**src/sv/mm_pkg.sv**
```systemverilog
// Package for the matrix multiply block: sizes, types, register indexes,
// controller states and the command/status structs, used by every module but mm_ram.
// No dependencies.
`default_nettype none

package mm_pkg;

  // Sizes
  localparam int MAX_DIM    = 8;
  localparam int ELEM_WIDTH = 16;
  localparam int PROD_WIDTH = 35;
  localparam int DIM_W      = 4;
  localparam int IDX_W      = $clog2(MAX_DIM);
  localparam int DEPTH      = MAX_DIM * MAX_DIM;
  localparam int ADDR_W     = $clog2(DEPTH);
  localparam int CNT_W      = 7;
  localparam int TOT_W      = $clog2(2 * DEPTH + 1);
  localparam int REG_IDX_W  = 2;

  typedef logic [DIM_W-1:0]              dim_t;
  typedef logic [IDX_W-1:0]              idx_t;
  typedef logic [ADDR_W-1:0]             addr_t;
  typedef logic [CNT_W-1:0]              cnt_t;
  typedef logic [TOT_W-1:0]              tot_t;
  typedef logic [REG_IDX_W-1:0]          reg_idx_t;
  typedef logic signed [ELEM_WIDTH-1:0]  elem_t;
  typedef logic signed [2*ELEM_WIDTH-1:0] mul_t;
  typedef logic signed [PROD_WIDTH-1:0]  prod_t;

  // Configuration register indexes
  localparam reg_idx_t REG_ROWS_A    = 2'd0;
  localparam reg_idx_t REG_INNER_DIM = 2'd1;
  localparam reg_idx_t REG_COLS_B    = 2'd2;

  // Reset value of every dimension register
  localparam dim_t DIM_RESET = dim_t'(MAX_DIM);

  typedef enum logic [1:0] {
    ST_LOAD,
    ST_ISSUE,
    ST_DRAIN,
    ST_EMIT
  } state_t;

  // Controller to datapath
  typedef struct packed {
    logic load;       // element transfer: write store, bump load count
    logic start;      // last element of B: reset walk counters
    logic issue;      // read one A/B pair, step inner index
    logic next_elem;  // move to next product element
  } cmd_t;

  // Datapath to controller
  typedef struct packed {
    logic load_last;  // current element completes the load
    logic issue_last; // inner index at its final value
    logic mac_done;   // final term in accumulate stage, result register loads
    logic elem_last;  // current product element is the final one
  } status_t;

  // Zero reads as one, anything above MAX_DIM as MAX_DIM
  function automatic dim_t clamp_dim(dim_t v);
    dim_t res;
    if (v == '0) begin
      res = dim_t'(1);
    end else if (v > dim_t'(MAX_DIM)) begin
      res = dim_t'(MAX_DIM);
    end else begin
      res = v;
    end
    return res;
  endfunction

endpackage

`default_nettype wire

```
**src/sv/matrix_multiply.sv**
```systemverilog
// Matrix multiply block, top level: controller and datapath.
// Depends on mm_pkg, mm_ctrl, mm_datapath (which uses mm_ram).
//
// Usage: write rows_a, inner_dim and cols_b (indexes 0..2) on the cfg port
// while idle; values of 0 act as 1, values above 8 act as 8. Any such write
// restarts the load. Then send A (rows_a x inner_dim) followed by B
// (inner_dim x cols_b), row-major, one element per transfer on the
// element channel; the element channel takes one transfer per cycle.
// The transfer of the last B element starts the product walk and the
// element channel stays not ready until the final result is taken.
// Each product element takes inner_dim store reads, which pass through the
// read and multiply stages into the accumulate (the accumulate loads the
// result register directly). The single multiplier takes one A/B pair per
// cycle from the two store read ports while the walk issues reads; the walk
// issues the next element only after the result is taken.
// The final product element carries last_result. A stalled receiver holds
// the result and pauses the walk. Reset sets all dimensions to 8 and
// restarts the load; store contents are not cleared.
`default_nettype none

module matrix_multiply (
  input  wire logic                                 clk,
  input  wire logic                                 rst,
  input  wire logic                                 cfg_we,
  input  wire logic [mm_pkg::REG_IDX_W-1:0]         cfg_index,
  input  wire logic [mm_pkg::DIM_W-1:0]             cfg_data,
  input  wire logic                                 element_valid,
  output logic                                      element_ready,
  input  wire logic signed [mm_pkg::ELEM_WIDTH-1:0] element_value,
  output logic                                      result_valid,
  input  wire logic                                 result_ready,
  output logic signed [mm_pkg::PROD_WIDTH-1:0]      product_value,
  output logic [mm_pkg::IDX_W-1:0]                  row_index,
  output logic [mm_pkg::IDX_W-1:0]                  col_index,
  output logic                                      last_result
);

  mm_pkg::cmd_t    cmd;
  mm_pkg::status_t status;

  // Controller
  mm_ctrl u_ctrl (
    .clk           (clk),
    .rst           (rst),
    .element_valid (element_valid),
    .element_ready (element_ready),
    .result_valid  (result_valid),
    .result_ready  (result_ready),
    .status        (status),
    .cmd           (cmd)
  );

  // Datapath
  mm_datapath u_datapath (
    .clk           (clk),
    .rst           (rst),
    .cfg_we        (cfg_we),
    .cfg_index     (cfg_index),
    .cfg_data      (cfg_data),
    .element_value (element_value),
    .cmd           (cmd),
    .status        (status),
    .product_value (product_value),
    .row_index     (row_index),
    .col_index     (col_index),
    .last_result   (last_result)
  );

endmodule

`default_nettype wire

```
**src/sv/mm_ram.sv**
```systemverilog
// Generic simple dual-port RAM: one write port, one registered read port.
// No dependencies.
`default_nettype none

module mm_ram #(
  parameter int WIDTH = 16,
  parameter int DEPTH = 64
) (
  input  wire logic                     clk,
  input  wire logic                     we,
  input  wire logic [$clog2(DEPTH)-1:0] waddr,
  input  wire logic [WIDTH-1:0]         wdata,
  input  wire logic [$clog2(DEPTH)-1:0] raddr,
  output logic      [WIDTH-1:0]         rdata
);

  logic [WIDTH-1:0] mem [DEPTH];

  // Write and registered read
  always_ff @(posedge clk) begin
    if (we) begin
      mem[waddr] <= wdata;
    end
    rdata <= mem[raddr];
  end

endmodule

`default_nettype wire

```
**src/sv/mm_ctrl.sv**
```systemverilog
// Controller state machine for the matrix multiply block.
// Depends on mm_pkg (state_t, cmd_t, status_t).
`default_nettype none

module mm_ctrl (
  input  wire logic            clk,
  input  wire logic            rst,
  input  wire logic            element_valid,
  output logic                 element_ready,
  output logic                 result_valid,
  input  wire logic            result_ready,
  input  wire mm_pkg::status_t status,
  output mm_pkg::cmd_t         cmd
);

  mm_pkg::state_t state, state_next;

  // State register
  always_ff @(posedge clk) begin
    if (rst) begin
      state <= mm_pkg::ST_LOAD;
    end else begin
      state <= state_next;
    end
  end

  // Next state
  always_comb begin
    state_next = state;
    case (state)
      mm_pkg::ST_LOAD: begin
        if (element_valid && status.load_last) state_next = mm_pkg::ST_ISSUE;
      end
      mm_pkg::ST_ISSUE: begin
        if (status.issue_last) state_next = mm_pkg::ST_DRAIN;
      end
      mm_pkg::ST_DRAIN: begin
        if (status.mac_done) state_next = mm_pkg::ST_EMIT;
      end
      mm_pkg::ST_EMIT: begin
        if (result_ready) begin
          state_next = status.elem_last ? mm_pkg::ST_LOAD : mm_pkg::ST_ISSUE;
        end
      end
      default: state_next = mm_pkg::ST_LOAD;
    endcase
  end

  // Outputs
  always_comb begin
    element_ready  = 1'b0;
    result_valid   = 1'b0;
    cmd            = '0;
    case (state)
      mm_pkg::ST_LOAD: begin
        element_ready = 1'b1;
        cmd.load      = element_valid;
        cmd.start     = element_valid && status.load_last;
      end
      mm_pkg::ST_ISSUE: begin
        cmd.issue = 1'b1;
      end
      mm_pkg::ST_DRAIN: begin
      end
      mm_pkg::ST_EMIT: begin
        result_valid   = 1'b1;
        cmd.next_elem  = result_ready && !status.elem_last;
      end
      default: begin
      end
    endcase
  end

endmodule

`default_nettype wire

```
**src/sv/mm_datapath.sv**
```systemverilog
// Datapath of the matrix multiply block: dimension registers, load counter,
// A and B stores, address walk, multiply-accumulate pipe and result register.
// Depends on mm_pkg and mm_ram.
`default_nettype none

module mm_datapath (
  input  wire logic                            clk,
  input  wire logic                            rst,
  input  wire logic                            cfg_we,
  input  wire logic [mm_pkg::REG_IDX_W-1:0]    cfg_index,
  input  wire logic [mm_pkg::DIM_W-1:0]        cfg_data,
  input  wire logic signed [mm_pkg::ELEM_WIDTH-1:0] element_value,
  input  wire mm_pkg::cmd_t                    cmd,
  output mm_pkg::status_t                      status,
  output logic signed [mm_pkg::PROD_WIDTH-1:0] product_value,
  output logic [mm_pkg::IDX_W-1:0]             row_index,
  output logic [mm_pkg::IDX_W-1:0]             col_index,
  output logic                                 last_result
);

  mm_pkg::dim_t  rows_a, inner_dim, cols_b;
  mm_pkg::dim_t  ra, id, cb;
  mm_pkg::cnt_t  load_count;
  mm_pkg::tot_t  a_total, total, count_ext;
  logic          load_is_a;
  mm_pkg::addr_t wr_addr;

  mm_pkg::idx_t  r, c, i;
  mm_pkg::addr_t a_base, b_addr, a_rd_addr;
  mm_pkg::idx_t  c_next;

  mm_pkg::elem_t a_rd, b_rd;
  logic          rd_vld, rd_first, rd_last;
  logic          mul_vld, mul_first, mul_last;
  mm_pkg::mul_t  mul_p;
  mm_pkg::prod_t acc, acc_sum;

  // Dimension registers; any register write restarts the load
  always_ff @(posedge clk) begin
    if (rst) begin
      rows_a    <= mm_pkg::DIM_RESET;
      inner_dim <= mm_pkg::DIM_RESET;
      cols_b    <= mm_pkg::DIM_RESET;
    end else if (cfg_we) begin
      case (cfg_index)
        mm_pkg::REG_ROWS_A:    rows_a    <= cfg_data;
        mm_pkg::REG_INNER_DIM: inner_dim <= cfg_data;
        mm_pkg::REG_COLS_B:    cols_b    <= cfg_data;
        default: begin
        end
      endcase
    end
  end

  assign ra = mm_pkg::clamp_dim(rows_a);
  assign id = mm_pkg::clamp_dim(inner_dim);
  assign cb = mm_pkg::clamp_dim(cols_b);

  // Load bookkeeping
  assign a_total   = mm_pkg::tot_t'(ra) * mm_pkg::tot_t'(id);
  assign total     = a_total + mm_pkg::tot_t'(id) * mm_pkg::tot_t'(cb);
  assign count_ext = mm_pkg::tot_t'(load_count);
  assign load_is_a = count_ext < a_total;
  assign wr_addr   = load_is_a ? mm_pkg::addr_t'(count_ext)
                               : mm_pkg::addr_t'(count_ext - a_total);

  always_ff @(posedge clk) begin
    if (rst) begin
      load_count <= '0;
    end else if (cfg_we && (cfg_index == mm_pkg::REG_ROWS_A ||
                            cfg_index == mm_pkg::REG_INNER_DIM ||
                            cfg_index == mm_pkg::REG_COLS_B)) begin
      load_count <= '0;
    end else if (cmd.start) begin
      load_count <= '0;
    end else if (cmd.load) begin
      load_count <= load_count + mm_pkg::cnt_t'(1);
    end
  end

  // Element stores
  mm_ram #(.WIDTH(mm_pkg::ELEM_WIDTH), .DEPTH(mm_pkg::DEPTH)) u_a_ram (
    .clk   (clk),
    .we    (cmd.load && load_is_a),
    .waddr (wr_addr),
    .wdata (element_value),
    .raddr (a_rd_addr),
    .rdata (a_rd)
  );

  mm_ram #(.WIDTH(mm_pkg::ELEM_WIDTH), .DEPTH(mm_pkg::DEPTH)) u_b_ram (
    .clk   (clk),
    .we    (cmd.load && !load_is_a),
    .waddr (wr_addr),
    .wdata (element_value),
    .raddr (b_addr),
    .rdata (b_rd)
  );

  // Address walk: A at r*id + i, B at i*cb + c
  assign a_rd_addr = a_base + mm_pkg::addr_t'(i);
  assign c_next    = (mm_pkg::dim_t'(c) == cb - mm_pkg::dim_t'(1)) ? '0
                                                                   : c + mm_pkg::idx_t'(1);

  always_ff @(posedge clk) begin
    if (cmd.start) begin
      r      <= '0;
      c      <= '0;
      i      <= '0;
      a_base <= '0;
      b_addr <= '0;
    end else if (cmd.next_elem) begin
      c      <= c_next;
      i      <= '0;
      b_addr <= mm_pkg::addr_t'(c_next);
      if (c_next == '0) begin
        r      <= r + mm_pkg::idx_t'(1);
        a_base <= a_base + mm_pkg::addr_t'(id);
      end
    end else if (cmd.issue) begin
      i      <= i + mm_pkg::idx_t'(1);
      b_addr <= b_addr + mm_pkg::addr_t'(cb);
    end
  end

  // Pipe flags: read, multiply, accumulate
  always_ff @(posedge clk) begin
    if (rst) begin
      rd_vld  <= 1'b0;
      mul_vld <= 1'b0;
    end else begin
      rd_vld  <= cmd.issue;
      mul_vld <= rd_vld;
    end
  end

  always_ff @(posedge clk) begin
    rd_first  <= (i == '0);
    rd_last   <= status.issue_last;
    mul_first <= rd_first;
    mul_last  <= rd_last;
    mul_p     <= mm_pkg::mul_t'(a_rd) * mm_pkg::mul_t'(b_rd);
  end

  // Accumulate; the final term loads the result register
  assign acc_sum = (mul_first ? '0 : acc) + mm_pkg::prod_t'(mul_p);

  always_ff @(posedge clk) begin
    if (mul_vld) begin
      acc <= acc_sum;
    end
    if (mul_vld && mul_last) begin
      product_value <= acc_sum;
      row_index     <= r;
      col_index     <= c;
      last_result   <= status.elem_last;
    end
  end

  // Status
  assign status.load_last  = (count_ext + mm_pkg::tot_t'(1)) == total;
  assign status.issue_last = mm_pkg::dim_t'(i) == id - mm_pkg::dim_t'(1);
  assign status.mac_done   = mul_vld && mul_last;
  assign status.elem_last  = (mm_pkg::dim_t'(r) == ra - mm_pkg::dim_t'(1)) &&
                             (mm_pkg::dim_t'(c) == cb - mm_pkg::dim_t'(1));

endmodule

`default_nettype wire
```
**config.mk**
```make
export PLATFORM = sky130hd
export DESIGN_NAME = matrix_multiply
export DESIGN_NICKNAME = d
export VERILOG_FILES = /design/src/sv/mm_pkg.sv /design/src/sv/matrix_multiply.sv /design/src/sv/mm_ram.sv /design/src/sv/mm_ctrl.sv /design/src/sv/mm_datapath.sv
export SDC_FILE = /design/constraint.sdc
export NUM_CORES = 2
export LEC_CHECK = 0
export ABC_AREA = 1
export BUFFER_PORTS_ARGS = -buffer_cell sky130_fd_sc_hd__buf_2
export CAP_MARGIN = 40
export CORE_ASPECT_RATIO = 0.7
export CORE_UTILIZATION = 55
export CTS_BUF_LIST = sky130_fd_sc_hd__clkbuf_8 sky130_fd_sc_hd__clkbuf_16
export CTS_CLUSTER_SIZE = 8
export DETAILED_ROUTE_END_ITERATION = 12
export PLACE_DENSITY = 0.71
export SYNTH_ARGS = -nofsm -noshare
export SYNTH_HDL_FRONTEND = slang
export SYNTH_SLANG_ARGS = --single-unit
```
**constraint.sdc**
```tcl
create_clock -name clk -period 7.4 [get_ports clk]
set_clock_uncertainty 0.1 [all_clocks]
set_input_delay 1.85 -clock clk [delete_from_list [all_inputs] [get_ports clk]]
set_output_delay 1.85 -clock clk [all_outputs]
set_load 0.02 [all_outputs]
```
==> flow_summary.yaml <==
status:
  outcome: "complete, no violations"
drt:
  postRouteAntennaNets: 0
  vias: 69647
  viasPerCell: 6.115
  dr.pass1.iters: 8
  wl_mm: 278.8
  drcViolationCount: 0
  drt_iter0_drc: 9840
  routedWlPerCell_um: 24.48
run:
  max_cap_violations: 0
timing:
  slew_headroom: 0.1988
  worstMarginPinSlew_ns: 1.202
  drv_slew: 0
  fmax_ghz: 0.1553
  rsz0062_at_grt: "no"
  hold_viol: 0
  setup_viol: 0
  post-route-period-util: 0.8699
  tns_ns: 0
  post-route-min-period_ns: 6.437
yosys:
  synthTopCellsByArea: "edfxtp_1, nor2_1, fa_1"
  synth.most_common_cell: "edfxtp_1"
  async_reset_ff_frac: 0
  yosys.area.top_type_share: 0.6261
  synth.cell_area_um2: 101900
  synth_edf_count: 2125
  synth-main-ff-cell: "edfxtp_1"
  syn_avg_cell_area_um2: 11.66
  syn_inst: 8740
  synth_fp_nets: 9220
  synth_top_cell_by_area: "edfxtp_1"
  ys_ff_latch: 2237
  yosysWarnings: 0
  ys_types: 51
  synth-seq-area-share: 0.6480
  synth_commonest_cells: "edfxtp_1, nor2_1, o21ai_0, nand2_1, inv_1"
setup_path:
  crit_path_max_incr_delay_ns: 0.79
  start_kind: "flop"
  worstPathCellList: "nand2_1 -> inv_1 -> fa_1 -> fa_1 -> inv_1 -> fa_1 -> inv_1 -> fa_1 -> inv_1 -> fa_1 -> inv_1 -> fa_1 -> ha_1 -> nand2_1 -> nor2_1 -> inv_1 -> nor2_1 -> nand4_1 -> nand3_1 -> nand3_1 -> nand2_1 -> nand2_1 -> nand2_1 -> xor2_1"
  crit_family: "adder cells"
  crit_type: "reg2reg"
  worstPathRequired_ns: 8.02
  crit_path_end_kind: "flop"
  cp.arrival_ns: 7.06
  crit_buf_inv: 6
  cp_max_fo: 16
  cp_slowest_cell: "dfxtp_1"
floorplanning:
  num_rows: 131
  io_pins: 71
  die_area_um2: 187100
  coreArea_um2: 183100
  die_w_um: 516.5
  start_util: 0.5567
  die_h_um: 362.2
global_route:
  grt_pass1_wl_mm: 415.4
  grt_max_degree: 184
  grt_pass1_vias: 66908
  grt_usage: 0.2964
  antenna_found_initial: 7
  grt_overflow_total: 0
clock_tree:
  worstSkewPairLatency_ns: 0.88
  cts_buffers: 321
  htreeDepth: 5
  clockBufferDepth: 4
  hold_buffers: 0
  cts_tree: "built"
  clkTransAtPathRegs_ns: 0.07
  root_buffer: "clkbuf_16"
  cts_resized: 0
  cts.sinks: 2237
  postCtsSetupBuffers: 0
cells_and_area:
  area_delta_synth_final_pct: 12.29
  final_nets: 9321
  drive_above_1_share: 0.08558
place:
  dp.final_hpwl_mm: 169.9
  io_buffer_count: 70
  gp_congestion: 0.9390
min_path:
  hp-class: "reg2reg"
==> cell families (layout without fill, tap and decap cells) <==
| logic type | Yosys count | count (layout) | share of synthesized area |
|---|---|---|---|
| multiplexers | 2 | 2 | 0.0001964 |
| flip-flops | 2237 | 2237 | 0.6480 |
| AND/OR/NAND/NOR | 2824 | 2824 | 0.1090 |
| XOR/XNOR | 88 | 88 | 0.007562 |
| other | 0 | 3 | 0 |
| adder cells (fa/ha/maj) | 453 | 453 | 0.07623 |
| AO/OA/AOI/OAI | 1827 | 1827 | 0.1095 |
| buffers and inverters | 1309 | 1496 | 0.04940 |
==> worst register-to-register path, cell delays in order (launching register included) <==
cell and delay (ns):
dfxtp_1 0.79, nand2_1 0.22, inv_1 0.16, fa_1 0.49, fa_1 0.63, inv_1 0.20
fa_1 0.55, inv_1 0.06, fa_1 0.53, inv_1 0.05, fa_1 0.48, inv_1 0.05
fa_1 0.43, ha_1 0.38, nand2_1 0.10, nor2_1 0.15, inv_1 0.06, nor2_1 0.13
nand4_1 0.10, nand3_1 0.20, nand3_1 0.10, nand2_1 0.11, nand2_1 0.07, nand2_1 0.07
xor2_1 0.13
==> routing by layer <==
layer / global-route usage / share of wire / up-vias
met5: 0 / 0.000097 / -
met4: 0.1026 / 0.032 / 4
met3: 0.07719 / 0.12 / 502
met2: 0.4317 / 0.44 / 4041
met1: 0.4319 / 0.41 / 34318
li1: - / - / 30782
==> cells in the final DEF (no fill, tap or decap), types with 148 or more instances in the layout <==
cell,instances
edfxtp_1,2125
nor2_1,1662
o21ai_0,955
nand2_1,883
inv_1,846
clkbuf_16,328
fa_1,279
o22ai_1,270
o32ai_1,254
buf_4,184
ha_1,172
o211ai_1,168
nand3_1,148
==> state kept, by name, indices dropped and copies added, names as in the netlist, 4 cells and up <==
name / cells
u_datapath.b_addr: 6
u_datapath.product_value: 35
u_datapath.acc: 35
u_datapath.mul_p: 32
u_datapath.inner_dim: 4
u_datapath.rows_a: 4
u_datapath.u_b_ram.rdata: 16
u_datapath.a_base: 6
u_datapath.u_b_ram.mem: 1024
u_datapath.cols_b: 4
u_datapath.load_count: 7
u_datapath.u_a_ram.mem: 1024
u_datapath.u_a_ram.rdata: 16
==> stage by stage <==
| stage | area [um2] | worst slack (ns) | std cells | hold slack, ns | util |
|---|---|---|---|---|---|
| 2_1_floorplan | 101900 | 1.722 | 8740 | 0.2096 | - |
| 3_3_place_gp | 105000 | 1.007 | 10932 | 0.2111 | 0.5738 |
| 3_5_place_dp | 105800 | 0.9959 | 10975 | 0.2154 | 0.5776 |
| 4_1_cts | 114400 | 0.9278 | 11384 | 0.2270 | 0.6250 |
| 5_1_grt | 114500 | 0.5160 | 11388 | 0.2390 | 0.6251 |
| 6_report | 114500 | 0.9626 | 11390 | 0.2254 | 0.6252 |
==> worst paths after layout <==
check | start | endpoint | slack, ns | cells after the start
worst max-delay path | u_datapath.u_b_ram.rdata[1] | u_datapath.mul_p[29] | 0.96 | 24
worst min-delay path | u_datapath.rd_last | u_datapath.mul_last | 0.23 | 0
worst max register to register | u_datapath.u_b_ram.rdata[1] | u_datapath.mul_p[29] | 0.96 | 24
worst min register to register | u_datapath.rd_last | u_datapath.mul_last | 0.23 | 0
==> final cells by class <==
class | instances | area (um2)
tap | 2460 | 3078
clock buffer | 328 | 8208
multi-input combinational | 5194 | 31020
timing repair buffer | 294 | 2604
inverter | 793 | 3009
sequential | 2237 | 66070
clock inverter | 81 | 466.7
fill | 13721 | 68630
antenna | 3 | 7.507
Power is left out: the tool's default activity adds up to more than one toggle a clock period on the data nets, which glitch-free logic cannot reach.
